File: src/design/depth_test_color_buffer_assert.svh
// Assertion macros for the depth test colour buffer RTL.
// Both expect clk and arst_n in scope.
`ifndef DEPTH_TEST_COLOR_BUFFER_ASSERT_SVH
`define DEPTH_TEST_COLOR_BUFFER_ASSERT_SVH
`ifndef SYNTHESIS
`define DTCB_ASSERT(lbl, prop) \
	lbl: assert property (@(posedge clk) disable iff (!arst_n) (prop)) \
		else $error("%m: check failed");
`define DTCB_ASSERT_NEXT(lbl, cond, conseq) \
	lbl: assert property (@(posedge clk) disable iff (!arst_n) (cond) |=> (conseq)) \
		else $error("%m: check failed");
`else
`define DTCB_ASSERT(lbl, prop)
`define DTCB_ASSERT_NEXT(lbl, cond, conseq)
`endif
`endif

File: src/design/dtcb_pkg.sv
`default_nettype none
package dtcb_pkg;

	localparam int SCREEN_COLUMNS = 512;
	localparam int SCREEN_ROWS    = 512;
	localparam int PIXEL_COUNT    = SCREEN_COLUMNS * SCREEN_ROWS;
	localparam int ADDR_W         = (PIXEL_COUNT > 1) ? $clog2(PIXEL_COUNT) : 1;
	localparam int PROD_W         = 22;
	localparam int QUEUE_DEPTH    = 4;
	localparam int QPTR_W         = $clog2(QUEUE_DEPTH);
	localparam int OUTQ_DEPTH     = 2;

	localparam logic [ADDR_W-1:0] LAST_ADDR   = ADDR_W'(PIXEL_COUNT - 1);
	localparam logic [11:0]       COL_LIMIT   = 12'(SCREEN_COLUMNS);
	localparam logic [11:0]       ROW_LIMIT   = 12'(SCREEN_ROWS);
	localparam logic [23:0]       DEPTH_MIN   = 24'h800000;
	localparam logic [7:0]        CLEAR_ALPHA = 8'hFF;

	typedef enum logic [1:0] {
		CMD_CLEAR = 2'd0,
		CMD_FRAG  = 2'd1,
		CMD_READ  = 2'd2
	} cmd_t;

	typedef enum logic [1:0] {
		OP_CLEAR,
		OP_FRAG,
		OP_READ,
		OP_READ_OFF
	} op_kind_t;

	typedef struct packed {
		op_kind_t           kind;
		logic [ADDR_W-1:0]  addr;
		logic signed [23:0] depth;
		logic [31:0]        rgba;
	} op_t;

	typedef struct packed {
		logic signed [23:0] depth;
		logic [31:0]        rgba;
	} pixel_t;

	typedef struct packed {
		logic [7:0]         red;
		logic [7:0]         green;
		logic [7:0]         blue;
		logic [7:0]         alpha;
		logic signed [23:0] depth;
		logic               off_screen;
	} res_t;

	localparam pixel_t CLEAR_PIXEL = '{depth: DEPTH_MIN, rgba: {24'h000000, CLEAR_ALPHA}};

endpackage
`default_nettype wire

File: src/design/dtcb_front.sv
`default_nettype none
module dtcb_front import dtcb_pkg::*; (
	input  wire logic               push,
	input  wire logic               q_full,
	input  wire logic [1:0]         command,
	input  wire logic signed [11:0] pixel_x,
	input  wire logic signed [11:0] pixel_y,
	input  wire logic signed [23:0] depth,
	input  wire logic [7:0]         red,
	input  wire logic [7:0]         green,
	input  wire logic [7:0]         blue,
	input  wire logic [7:0]         alpha,
	output logic                    q_push,
	output op_t                     q_item
);

	logic              on_screen;
	logic              keep;
	logic [PROD_W-1:0] lin;

	assign on_screen = !pixel_x[11] && !pixel_y[11] &&
		({1'b0, pixel_x[10:0]} < COL_LIMIT) && ({1'b0, pixel_y[10:0]} < ROW_LIMIT);

	// row-major pixel index
	assign lin = PROD_W'(pixel_y[10:0]) * PROD_W'(SCREEN_COLUMNS) + PROD_W'(pixel_x[10:0]);

	always_comb begin
		q_item.addr  = lin[ADDR_W-1:0];
		q_item.depth = depth;
		q_item.rgba  = {red, green, blue, alpha};
		q_item.kind  = OP_CLEAR;
		keep         = 1'b0;
		unique case (command)
			CMD_CLEAR: begin
				q_item.kind = OP_CLEAR;
				keep        = 1'b1;
			end
			CMD_FRAG: begin
				// drop off-screen fragments here
				q_item.kind = OP_FRAG;
				keep        = on_screen;
			end
			CMD_READ: begin
				q_item.kind = on_screen ? OP_READ : OP_READ_OFF;
				keep        = 1'b1;
			end
			default: begin
				keep = 1'b0;
			end
		endcase
	end

	assign q_push = push && !q_full && keep;

endmodule
`default_nettype wire

File: config.mk
export PLATFORM = sky130hd
export DESIGN_NAME = dtcb_front
export DESIGN_NICKNAME = d
export VERILOG_FILES = /design/src/design/depth_test_color_buffer_assert.svh /design/src/design/dtcb_pkg.sv /design/src/design/dtcb_front.sv
export SDC_FILE = /design/constraint.sdc
export NUM_CORES = 1
export LEC_CHECK = 0
export ABC_AREA = 0
export BUFFER_PORTS_ARGS = -buffer_cell sky130_fd_sc_hd__buf_2
export CAP_MARGIN = 20
export CORE_MARGIN = 2
export CORE_UTILIZATION = 23
export DETAILED_ROUTE_END_ITERATION = 6
export GPL_TIMING_DRIVEN = 0
export PLACE_DENSITY = 0.82
export SETUP_SLACK_MARGIN = 0.4
export SLEW_MARGIN = 20
export SYNTH_ARGS = -nofsm -noshare
export SYNTH_HDL_FRONTEND = slang
export SYNTH_SLANG_ARGS = --single-unit
File: constraint.sdc
create_clock -name vclk -period 1.35
set_clock_uncertainty 0.2 [all_clocks]
set_input_delay 0.135 -clock vclk [all_inputs]
set_output_delay 0.135 -clock vclk [all_outputs]
set_load 0.01 [all_outputs]
==> impl_metrics.env <==
export IMPL_setup_tns_ns=-1.73
export IMPL_yosysTopAreaCell="buf_4"
export IMPL_avgRoutedWirePerCell_um=8.94
export IMPL_syn_cell_area_um2=791
export IMPL_pwr_density_cell_nw_per_um2=333
export IMPL_avgSynthCellArea_um2=7.68
export IMPL_dieWidth_um=62.6
export IMPL_drt_wl_total_mm=2.26
export IMPL_dp_hpwl_mm=2.04
export IMPL_failed_checks="negative setup slack"
export IMPL_coreArea_um2=3310
export IMPL_cp_required_ns=1.01
export IMPL_max_slew_margin_pct=80.7
export IMPL_hold_path_class="input port to output port"
export IMPL_grt_pass1_wl_mm=3.26
export IMPL_synth_area_leaders="buf_4 (62%), ha_1 (11%), xnor2_1 (5.5%)"
export IMPL_maxCapViolCount=0
export IMPL_cp_start_kind="input port"
export IMPL_vias=958
export IMPL_whs_ns=0.253
export IMPL_drt_initial_drc_count=9
export IMPL_grt_overflow=0
export IMPL_fin_crit_sh_pct=122
export IMPL_n_antenna_cell=0
export IMPL_status="complete, but fails checks"
export IMPL_fmax_ghz=0.607
export IMPL_yosysSeqAreaShare_pct=0
export IMPL_place_port_buffers=96
export IMPL_ys_warn_count=0
export IMPL_grtUsageTotal_pct=9.45
export IMPL_synth_top_area_share_pct=61.7
export IMPL_postPlaceCellArea_um2=1420
export IMPL_initial_core_util_pct=23.9
export IMPL_rsz0062_at_grt="true"
export IMPL_seq_cells=0
export IMPL_synth_top_cells_by_count="buf_4 (65), ha_1 (7), inv_1 (6), xnor2_1 (5)"
export IMPL_via_per_inst=3.79
export IMPL_finalInstanceArea_um2=1630
export IMPL_row_count=21
export IMPL_drc=0
export IMPL_syn_inst=103
export IMPL_hold_viol=0
export IMPL_ant_nets=0
export IMPL_first_global_vias=781
export IMPL_drive_above_1_share_pct=94.7
export IMPL_worst_slew_pin_slew_ns=0.288
export IMPL_power_total_mw=0.541
export IMPL_firstDrtPassIters=4
export IMPL_timing_final_ws_setup_ns=-0.297
export IMPL_ff_latch_area_um2=0
export IMPL_synth_cell_types=20
export IMPL_die_h_um=62.6
export IMPL_cp_end_kind="output port"
export IMPL_grt_max_degree=6
export IMPL_p_leak_nw=0.943
export IMPL_syn_nets=195
export IMPL_clkbuf_count=0
export IMPL_dieArea_um2=3920
export IMPL_antenna_found_initial=0
export IMPL_hold_buffers=0
export IMPL_criticalPathCategory="input port to output port"
export IMPL_ios=161
export IMPL_report_final_setup_viol=9
export IMPL_yosysMostFrequentCell="buf_4"
export IMPL_cp_arrival_ns=1.31
export IMPL_area_growth_pct=106
export IMPL_gp_congestion=0.673
export IMPL_finalNetCount=301
export IMPL_drv_slew=0
export IMPL_finalCriticalPeriod_ns=1.65
export IMPL_path_max_fanout=3
export IMPL_peakVddDrop_mv=0.138
layout make-up:
class / count / area (um^2)
inverters: 6 / 37.5
fillers: 325 / 1690
repair buffers: 104 / 598
well taps: 46 / 57.6
multi-input cells: 32 / 444
plain buffers: 65 / 488
worst max-delay path, cell delays in order:
cell	delay [ns]
buf_6	0.07
ha_4	0.13
inv_2	0.04
fa_2	0.36
nor2b_4	0.14
nand4_1	0.15
xnor2_2	0.16
buf_2	0.13
repair_timing:
item	in CTS	in global routing
pin swaps	10	5
buffers inserted	6	2
setup endpoints to repair	12	10
gates resized for setup	25	8
power breakdown:
part | switching [mW] | total (mW) | internal (mW)
clock | 0 | 0 | 0
sequential | 0 | 0 | 0
combinational | 0.217 | 0.541 | 0.324
path summary, 6_finish.rpt:
path	startpoint	to	slack, ns	depth (start not counted)
worst max-delay path	pixel_y[0]	q_item[73]	-0.30	8
worst min-delay path	depth[16]	q_item[48]	0.25	2
per-stage QoR:
step           std cells  utilization (%)  worst slack (ns)
6_report             253             49.1            -0.297
5_1_grt              253             49.1            -0.354
4_1_cts              251             47.5            -0.310
3_5_place_dp         245             42.9            -0.445
3_3_place_gp         245             42.9            -0.403
2_1_floorplan        103                -            -0.125
cells in the final DEF, fill, tap and decap left out, drive strengths merged:
cell type  count
xnor2          5
buf          169
and3           1
o21ai          1
nor4b          1
nor2b          1
a21oi          2
nor3           1
nand4          1
and4b          1
nor4           1
xor2           2
nor2           2
inv            5
nand3          1
clkinv         1
a311oi         1
fa             1
nand2          2
ha             7
nand2b         1
layer usage:
metal	global-route usage, %	part of all wire, %
met5	0	0
met4	0	0
met3	2.52	16
met2	22.0	57
met1	7.88	27
kinds of logic (layout without fill, tap and decap cells):
family,Yosys count,after routing,synth area share (%)
buffers and inverters,71,175,64.6
and+or+nand+nor,13,13,11.1
adders and majority gates,8,8,13.6
xor gates and xnor gates,7,7,7.75
AOI/OAI and AO/OA,4,4,3.01
Note: power is estimated with default switching activity, not from simulation.
