==> src/design/depth_test_color_buffer_assert.svh <==
// Assertion macros for the depth test colour buffer RTL.
// Both expect clk and arst_n in scope.
`ifndef DEPTH_TEST_COLOR_BUFFER_ASSERT_SVH
`define DEPTH_TEST_COLOR_BUFFER_ASSERT_SVH
`ifndef SYNTHESIS
`define DTCB_ASSERT(lbl, prop) \
	lbl: assert property (@(posedge clk) disable iff (!arst_n) (prop)) \
		else $error("%m: check failed");
`define DTCB_ASSERT_NEXT(lbl, cond, conseq) \
	lbl: assert property (@(posedge clk) disable iff (!arst_n) (cond) |=> (conseq)) \
		else $error("%m: check failed");
`else
`define DTCB_ASSERT(lbl, prop)
`define DTCB_ASSERT_NEXT(lbl, cond, conseq)
`endif
`endif

==> src/design/dtcb_pkg.sv <==
`default_nettype none
package dtcb_pkg;

	localparam int SCREEN_COLUMNS = 512;
	localparam int SCREEN_ROWS    = 512;
	localparam int PIXEL_COUNT    = SCREEN_COLUMNS * SCREEN_ROWS;
	localparam int ADDR_W         = (PIXEL_COUNT > 1) ? $clog2(PIXEL_COUNT) : 1;
	localparam int PROD_W         = 22;
	localparam int QUEUE_DEPTH    = 4;
	localparam int QPTR_W         = $clog2(QUEUE_DEPTH);
	localparam int OUTQ_DEPTH     = 2;

	localparam logic [ADDR_W-1:0] LAST_ADDR   = ADDR_W'(PIXEL_COUNT - 1);
	localparam logic [11:0]       COL_LIMIT   = 12'(SCREEN_COLUMNS);
	localparam logic [11:0]       ROW_LIMIT   = 12'(SCREEN_ROWS);
	localparam logic [23:0]       DEPTH_MIN   = 24'h800000;
	localparam logic [7:0]        CLEAR_ALPHA = 8'hFF;

	typedef enum logic [1:0] {
		CMD_CLEAR = 2'd0,
		CMD_FRAG  = 2'd1,
		CMD_READ  = 2'd2
	} cmd_t;

	typedef enum logic [1:0] {
		OP_CLEAR,
		OP_FRAG,
		OP_READ,
		OP_READ_OFF
	} op_kind_t;

	typedef struct packed {
		op_kind_t           kind;
		logic [ADDR_W-1:0]  addr;
		logic signed [23:0] depth;
		logic [31:0]        rgba;
	} op_t;

	typedef struct packed {
		logic signed [23:0] depth;
		logic [31:0]        rgba;
	} pixel_t;

	typedef struct packed {
		logic [7:0]         red;
		logic [7:0]         green;
		logic [7:0]         blue;
		logic [7:0]         alpha;
		logic signed [23:0] depth;
		logic               off_screen;
	} res_t;

	localparam pixel_t CLEAR_PIXEL = '{depth: DEPTH_MIN, rgba: {24'h000000, CLEAR_ALPHA}};

endpackage
`default_nettype wire

==> src/design/dtcb_queue.sv <==
`default_nettype none
module dtcb_queue import dtcb_pkg::*; (
	input  wire logic clk,
	input  wire logic arst_n,
	input  wire logic push,
	input  wire op_t  item_in,
	output logic      full,
	input  wire logic pop,
	output op_t       item_out,
	output logic      empty
);

	op_t               slot_q [QUEUE_DEPTH];
	logic [QPTR_W-1:0] wr_q;
	logic [QPTR_W-1:0] rd_q;
	logic [QPTR_W:0]   cnt_q;
	logic              do_push;
	logic              do_pop;

	assign full     = (cnt_q == (QPTR_W+1)'(QUEUE_DEPTH));
	assign empty    = (cnt_q == '0);
	assign item_out = slot_q[rd_q];
	assign do_push  = push && !full;
	assign do_pop   = pop && !empty;

	always_ff @(posedge clk or negedge arst_n) begin
		if (!arst_n) begin
			wr_q  <= '0;
			rd_q  <= '0;
			cnt_q <= '0;
		end else begin
			if (do_push) wr_q <= wr_q + 1'b1;
			if (do_pop) rd_q <= rd_q + 1'b1;
			cnt_q <= cnt_q + (QPTR_W+1)'(do_push) - (QPTR_W+1)'(do_pop);
		end
	end

	always_ff @(posedge clk) begin
		if (do_push) slot_q[wr_q] <= item_in;
	end

endmodule
`default_nettype wire

==> config.mk <==
export PLATFORM = sky130hd
export DESIGN_NAME = dtcb_queue
export DESIGN_NICKNAME = d
export VERILOG_FILES = /design/src/design/depth_test_color_buffer_assert.svh /design/src/design/dtcb_pkg.sv /design/src/design/dtcb_queue.sv
export SDC_FILE = /design/constraint.sdc
export NUM_CORES = 1
export LEC_CHECK = 0
export BUFFER_PORTS_ARGS = -buffer_cell sky130_fd_sc_hd__buf_2
export CORE_MARGIN = 2
export CORE_UTILIZATION = 37
export CTS_BUF_LIST = sky130_fd_sc_hd__clkbuf_8
export CTS_CLUSTER_SIZE = 14
export DETAILED_ROUTE_END_ITERATION = 8
export GPL_TIMING_DRIVEN = 0
export REMOVE_ABC_BUFFERS = 1
export SLEW_MARGIN = 20
export SYNTH_ARGS = -nofsm -noshare
export SYNTH_HDL_FRONTEND = slang
export SYNTH_SLANG_ARGS = --single-unit
==> constraint.sdc <==
create_clock -name clk -period 2.8 [get_ports clk]
set_input_delay 0.56 -clock clk [delete_from_list [all_inputs] [get_ports clk]]
set_output_delay 0.56 -clock clk [all_outputs]
set_load 0.005 [all_outputs]
==> PnR_summary.wiki, run 1 <==
{| class="wikitable"
! Metric !! Value
|-
| Drt first-iter violations || 231
|-
| Total global routing overflow || 0
|-
| Maximum level of the CTS H-tree || 2
|-
| Area growth syn-to-layout || 21.7%
|-
| Minimum clock period || 2.65 ns
|-
| TritonCTS clock tree || done
|-
| Sw frac || 0.278
|-
| Post-route clock skew || approximately 0.014 ns
|-
| Avg Vias per Cell || 4.87
|-
| Synthesized netlist cell count || 439
|-
| Final clock period utilization by the worst path || 0.945
|-
| Antenna violations before repair || 1
|-
| Synthesized flop and latch total || 311
|-
| Die width || between 150 and 200 µm
|-
| Worst-skew pair later-pin latency || 0.55 ns
|-
| Global-route wire length before repair || about 34 mm
|-
| Post-placement cell area || 12900 µm²
|-
| Maximum number of pins on one net before global-route repair || 41
|-
| Max-capacitance violation count || 0
|-
| Via count of the first global-routing pass || between 6000 and 7000
|-
| Final Power || 14300 µW
|-
| Most common cell after layout, fill and taps aside || sky130_fd_sc_hd__edfxtp_1
|-
| Total GRT Usage || 0.136
|-
| Number of nets still failing antenna checks after routing || 0
|-
| Static leakage power || about 0.0048 µW
|-
| Relative slew slack || 0.689
|-
| Clock root cell || sky130_fd_sc_hd__clkbuf_8
|-
| VDD IR max || 0.000521 V
|-
| Total Die Area || 32400 µm²
|-
| Part of the total power dissipated in sequential elements || 0.452
|-
| Hold Fails Final Rpt || 0
|-
| Final RePlAce weighted congestion || 0.644
|-
| Net count, final || around 730
|-
| Critical Path AT || ~2.1 ns
|-
| Total clock buffers created by CTS || slightly below 50
|-
| Unrepaired setup endpoints after global routing || false
|-
| Startpoint kind of the worst setup timing path || flop
|-
| Final setup violating endpoints || 0
|-
| Filler cell count in the final layout || 2565
|-
| Vertical extent of the die || 180 µm
|-
| CP required || 2.24 ns
|-
| Kind of path behind the tightest hold check || input port to flop
|-
| Detailed-route via count || 5266
|-
| Proportion of layout cells with a drive suffix above 1 || 0.472
|-
| Effective utilization at floorplan || 0.375
|-
| Power per cell area || 1030 nW/µm²
|-
| Achievable Freq || 378 MHz
|-
| Clk buf depth || 3
|-
| Switching pwr || approximately 4000 µW
|-
| Average size of a mapped cell || 26.1 µm²
|-
| Sequential element share of the synthesized area || 0.813
|-
| Clock power frac || 0.264
|-
| Total half-perimeter wirelength after legalization and detailed placement || ~13 mm
|-
| Number of cells upsized or downsized after cts || 0
|-
| Wire length reported by the detailed router || 21.8 mm
|-
| First-pass iteration count of the detailed router || 6
|-
| Top library cells by usage in the layout, fill and taps aside || sky130_fd_sc_hd__edfxtp_1, sky130_fd_sc_hd__buf_2, sky130_fd_sc_hd__mux4_2, sky130_fd_sc_hd__clkbuf_8, sky130_fd_sc_hd__clkinv_1
|-
| Area of the placeable core || 30500 µm²
|-
| Slew at the pin with the worst max-slew slack || 0.460 ns
|-
| Clock transition at the registers of the reported paths || about 0.07 ns
|-
| Row cnt || 64
|-
| Outcome || finished, final reports clean
|-
| Internal Dissipation || 10300 µW
|-
| Number of port buffers || between 150 and 200
|-
| Critical Path Fanout Max || 40
|-
| Antenna diode count || 0
|-
| Post-route standard cell area excluding fillers || 13900 µm²
|-
| DRC viols || 0
|-
| Syn Std Cell Area || 11400 µm²
|-
| Number of top-level pins || approximately 160
|-
| Number of warnings issued by yosys || 0
|-
| Type of the worst setup path || flop to output port
|-
| Number of max-slew violations in the final report || 0
|-
| Routed wirelength normalized by instance count || just over 20 µm
|-
| Combinational fraction of design power || 0.284
|-
| Endpoint kind of the worst setup timing path || output port
|-
| Num Clock Sinks || ~310
|-
| Count of distinct cell types in the synthesized netlist || 22
|}
[kinds of logic after synthesis]
logic type	synth area share
and+or+nand+nor	0.00907
muxes	0.150
AOI/OAI and AO/OA	0.00273
buffers and inverters	0.0142
adders and majority gates	0.00831
xor gates and xnor gates	0.00306
DFF	0.813
[synth_stat cells]
library cell | n | area share
sky130_fd_sc_hd__buf_12 | 2 | 0.0035
sky130_fd_sc_hd__nand2b_1 | 4 | 0.0022
sky130_fd_sc_hd__and3b_1 | 4 | 0.0031
sky130_fd_sc_hd__clkbuf_1 | 3 | 0.00098
sky130_fd_sc_hd__inv_1 | 6 | 0.0020
sky130_fd_sc_hd__o311ai_0 | 1 | 0.00077
sky130_fd_sc_hd__buf_2 | 8 | 0.0035
sky130_fd_sc_hd__edfxtp_1 | 304 | 0.80
sky130_fd_sc_hd__nor3_1 | 1 | 0.00044
sky130_fd_sc_hd__mux4_2 | 76 | 0.15
sky130_fd_sc_hd__buf_8 | 1 | 0.0013
sky130_fd_sc_hd__ha_1 | 6 | 0.0066
sky130_fd_sc_hd__dfrtp_1 | 7 | 0.015
sky130_fd_sc_hd__buf_4 | 3 | 0.0020
sky130_fd_sc_hd__nor3b_2 | 1 | 0.0011
sky130_fd_sc_hd__o31ai_1 | 1 | 0.00066
sky130_fd_sc_hd__nand4bb_1 | 2 | 0.0020
sky130_fd_sc_hd__xnor2_1 | 4 | 0.0031
sky130_fd_sc_hd__fa_1 | 1 | 0.0017
sky130_fd_sc_hd__nand2_1 | 1 | 0.00033
sky130_fd_sc_hd__o211ai_1 | 2 | 0.0013
sky130_fd_sc_hd__buf_6 | 1 | 0.00098
[worst max-delay path: stages, from the launching register on]
cell,delay (ns)
sky130_fd_sc_hd__dfrtp_4,0.68
sky130_fd_sc_hd__buf_16,0.27
sky130_fd_sc_hd__mux4_2,0.37
sky130_fd_sc_hd__buf_2,0.14
[what timing repair did]
action / in CTS / in global routing
hold buffers: 1 / 0
buffers inserted: 4 / 0
endpoints found under the hold margin: 7 / 0
setup endpoints to repair: 66 / 0
[state kept, by name, indices dropped and copies added, names as in the netlist]
name	flops
rd_q	2
cnt_q	3
slot_q	304
wr_q	2
[stage by stage]
stage	utilization	hold slack, ns	std cells	setup slack [ns]	setup TNS, ns
global placement	0.412	0.394	974	-2.95	-713.04
global route	0.457	0.180	1082	0.0532	0
CTS	0.457	0.166	1082	0.0840	0
detailed placement	0.422	0.403	985	0.389	0
finish	0.457	0.217	1082	0.154	0
floorplan	-	0.264	421	-1.46	-161.96
[area by class of cell]
| type | count | area, µm² | area share |
|---|---|---|---|
| inverters | 6 | 22.5 | 0.00162 |
| repair buffers | 173 | 1130 | 0.0808 |
| well taps | 396 | 495 | 0.0356 |
| clock inverters | 41 | 282 | 0.0202 |
| clock buffers | 51 | 702 | 0.0504 |
| flip-flops and latches | 311 | 9310 | 0.668 |
| multi-input cells | 104 | 1990 | 0.143 |
[worst paths after layout]
path / from / endpoint / slack (ns) / cells past startpoint
worst min-delay path: item_in[68] / slot_q[2][68] / 0.22 / 1
worst max register to register: cnt_q[1] / cnt_q[2] / 0.50 / 8
worst min register to register: wr_q[1] / wr_q[1] / 0.65 / 2
min in group asynchronous: arst_n / rd_q[1] / 0.37 / 2
worst max-delay path: rd_q[1] / item_out[35] / 0.15 / 3
max in group asynchronous: arst_n / rd_q[0] / 2.24 / 2
[routing by layer]
metal	part of all wire	vias up	GRT usage
li1	-	2315	-
met5	0.00060	-	0
met4	0.027	2	0.0475
met3	0.066	55	0.0405
met1	0.40	2734	0.160
met2	0.50	160	0.238
[power by group through the flow]
stage	Combinational (µW)	Sequential (µW)	Clock [µW]
after floorplan	2120	6830	0
after global placement	3090	7010	0
after detailed placement	3970	6720	0
after CTS	4240	6500	3920
after global routing	4460	6560	4110
final	4070	6480	3780
(Power assumes the default switching activity.)
==> run 2: changes to the inputs <==
- CTS_BUF_LIST: sky130_fd_sc_hd__clkbuf_8 -> default
==> run 2 against run 1 <==
Compared with the run above: critical path depth did not move; power grew 2.0%; worst hold slack better by 0.055 ns; critical endpoint is now item_out[56]; largest power group unchanged.
==> PnR_summary.wiki, run 2 (synthesized netlist as in run 1, its figures left out) <==
{| class="wikitable"
! Metric !! Value
|-
| Total half-perimeter wirelength after legalization and detailed placement || 12.9 mm (unchanged)
|-
| Net count, final || 718 (-1.9%)
|-
| First-pass iteration count of the detailed router || 4 (-2)
|-
| Clk buf depth || 3 (unchanged)
|-
| Post-route clock skew || 0.0164 ns (+0.00258 ns)
|-
| Number of max-slew violations in the final report || 0 (unchanged)
|-
| DRC viols || 0 (unchanged)
|-
| Type of the worst setup path || flop to output port
|-
| Maximum number of pins on one net before global-route repair || 41 (unchanged)
|-
| Final setup violating endpoints || 0 (unchanged)
|-
| VDD IR max || 0.000596 V (+14%)
|-
| Part of the total power dissipated in sequential elements || 0.444 (-0.008)
|-
| Total clock buffers created by CTS || 34 (-31%)
|-
| Worst-skew pair later-pin latency || 0.50 ns (-0.05 ns)
|-
| Effective utilization at floorplan || 0.375 (unchanged)
|-
| Static leakage power || 0.00476 µW (-0.66%)
|-
| Detailed-route via count || 5148 (-2.2%)
|-
| Clock transition at the registers of the reported paths || 0.06 ns (about the same)
|-
| Sw frac || 0.270 (-0.00846)
|-
| Utilization of the core after routing || 0.459 (+0.00193)
|-
| Clock power frac || 0.278 (+0.014)
|-
| Number of top-level pins || 158 (unchanged)
|-
| Critical Path Fanout Max || 40 (unchanged)
|-
| Number of port buffers || 157 (unchanged)
|-
| Final Power || 14600 µW (+2.0%)
|-
| Combinational fraction of design power || 0.279 (-0.005)
|-
| Maximum level of the CTS H-tree || 2 (unchanged)
|-
| Largest registers || slot_q x304, cnt_q x3
|-
| Chain of cells forming the critical path || buf_16, mux4_2, buf_2
|-
| Drt first-iter violations || 292 (+26%)
|-
| Number of nets still failing antenna checks after routing || 0 (unchanged)
|-
| Top register by number of flip-flops || slot_q
|-
| Hold WS || 0.272 ns (+0.0549 ns)
|-
| Total GRT Usage || 0.134 (-0.00250)
|-
| Hold Fails Final Rpt || 0 (unchanged)
|-
| Area of the placeable core || 30500 µm² (unchanged)
|-
| Power per cell area || 1040 nW/µm² (+1.5%)
|-
| Row cnt || 64 (unchanged)
|-
| Outcome || finished, final reports clean
|-
| Relative slew slack || 0.694 (+0.00481)
|-
| Unrepaired setup endpoints after global routing || false
|-
| Achievable Freq || 388 MHz (+2.6%)
|-
| Antenna violations before repair || 1 (unchanged)
|-
| Critical Path AT || 2.02 ns (-0.07 ns)
|-
| Clock root cell || sky130_fd_sc_hd__clkbuf_16
|-
| Top library cells by usage in the layout, fill and taps aside || sky130_fd_sc_hd__edfxtp_1, sky130_fd_sc_hd__buf_2, sky130_fd_sc_hd__mux4_2, sky130_fd_sc_hd__clkbuf_16, sky130_fd_sc_hd__clkinv_1
|-
| Final RePlAce weighted congestion || 0.644 (unchanged)
|-
| Routed wirelength normalized by instance count || 20.3 µm (+1.1%)
|-
| CP peak stage delay || 0.67 ns (about the same)
|-
| Kind of path behind the tightest hold check || input port to flop
|-
| Wire length reported by the detailed router || 21.4 mm (-1.8%)
|-
| Startpoint kind of the worst setup timing path || flop
|-
| Global-route wire length before repair || 33.4 mm (-1.5%)
|-
| Max-capacitance violation count || 0 (unchanged)
|-
| Final clock period utilization by the worst path || 0.921 (-0.0243)
|-
| Max reg flops || 304 (unchanged)
|-
| Internal Dissipation || 10700 µW (+3.2%)
|-
| Slowest CP cell || sky130_fd_sc_hd__dfrtp_4
|-
| Most common cell after layout, fill and taps aside || sky130_fd_sc_hd__edfxtp_1
|-
| Area growth syn-to-layout || 22.3%
|-
| Proportion of layout cells with a drive suffix above 1 || 0.461 (-0.0112)
|-
| Number of cells upsized or downsized after cts || 0 (unchanged)
|-
| Total Die Area || 32400 µm² (unchanged)
|-
| Endpoint kind of the worst setup timing path || output port
|-
| Vertical extent of the die || 180 µm (unchanged)
|-
| Slew at the pin with the worst max-slew slack || 0.453 ns (-0.00712 ns)
|-
| Setup tns final || 0 ns (unchanged)
|-
| Die width || 180 µm (unchanged)
|-
| Minimum clock period || 2.58 ns (-0.0680 ns)
|-
| Via count of the first global-routing pass || 5873 (-2.6%)
|-
| CP required || 2.24 ns (about the same)
|-
| Num Clock Sinks || 311 (unchanged)
|-
| TritonCTS clock tree || done
|-
| Total global routing overflow || 0 (unchanged)
|-
| Avg Vias per Cell || 4.90 (+0.64%)
|-
| Antenna diode count || 0 (unchanged)
|-
| Switching pwr || 3940 µW (-1.1%)
|}
==> run 2: cell count changes in the layout (fill, tap and decap cells not counted), moves of 4 or more <==
cell | before | now
sky130_fd_sc_hd__bufinv_16 | 4 | 0
sky130_fd_sc_hd__clkbuf_1 | 0 | 5
sky130_fd_sc_hd__clkbuf_16 | 0 | 37
sky130_fd_sc_hd__clkbuf_8 | 51 | 0
sky130_fd_sc_hd__clkinv_1 | 15 | 9
sky130_fd_sc_hd__clkinv_2 | 12 | 5
sky130_fd_sc_hd__inv_1 | 14 | 6
==> run 2: final cells by class <==
class / count / area (µm²)
Inverter: 6 / 22.5
Sequential cell: 311 / 9310
Multi-Input combinational cell: 104 / 1990
Timing Repair Buffer: 174 / 1130
Fill cell: 2515 / 16500
Tap cell: 396 / 495
Clock buffer: 42 / 945
Clock inverter: 18 / 90.1
==> run 2: power by group through the flow <==
| stage | sequential [µW] | combinational [µW] | clock (µW) |
|---|---|---|---|
| CTS | 6540 | 4160 | 4190 |
| detailed placement | 6720 | 3970 | 0 |
| global placement | 7010 | 3090 | 0 |
| floorplan | 6830 | 2120 | 0 |
| finish | 6480 | 4070 | 4060 |
| global route | 6560 | 4470 | 4380 |
==> run 2: timing repair <==
action	4_1_cts	5_1_grt
endpoints found under the setup margin	57	27
setup buffers	2	3
hold endpoints to repair	7	0
hold buffers	1	0
==> run 2: per-stage QoR <==
stage,instances,cell area [µm²],setup WS (ns)
3_5_place_dp,985,12900,0.389
2_1_floorplan,421,11300,-1.46
6_report,1051,14000,0.222
3_3_place_gp,974,12600,-2.95
5_1_grt,1051,14000,0.140
4_1_cts,1048,14000,0.0120
==> run 2: routing by layer <==
layer | GRT usage | share of wire | vias to the layer above
met5 | 0 | 0.00061 | -
met4 | 0.0374 | 0.022 | 2
met3 | 0.0371 | 0.066 | 41
met2 | 0.234 | 0.51 | 160
met1 | 0.163 | 0.40 | 2669
li1 | - | - | 2276
==> run 2: worst paths after layout <==
check	start	endpoint	slack, ns	cells past startpoint
hold / removal	item_in[21]	slot_q[0][21]	0.27	1
setup / recovery	rd_q[1]	item_out[56]	0.22	3
setup reg to reg	cnt_q[1]	cnt_q[2]	0.50	8
max in group asynchronous	arst_n	rd_q[1]	2.19	2
min in group asynchronous	arst_n	wr_q[1]	0.43	2
hold reg to reg	wr_q[1]	wr_q[1]	0.64	2
==> run 2: critical path: cells and delay by family (launching register included) <==
kind	cells	cell delay, ns
muxes	1	0.36
DFF	1	0.67
buffers and inverters	2	0.42
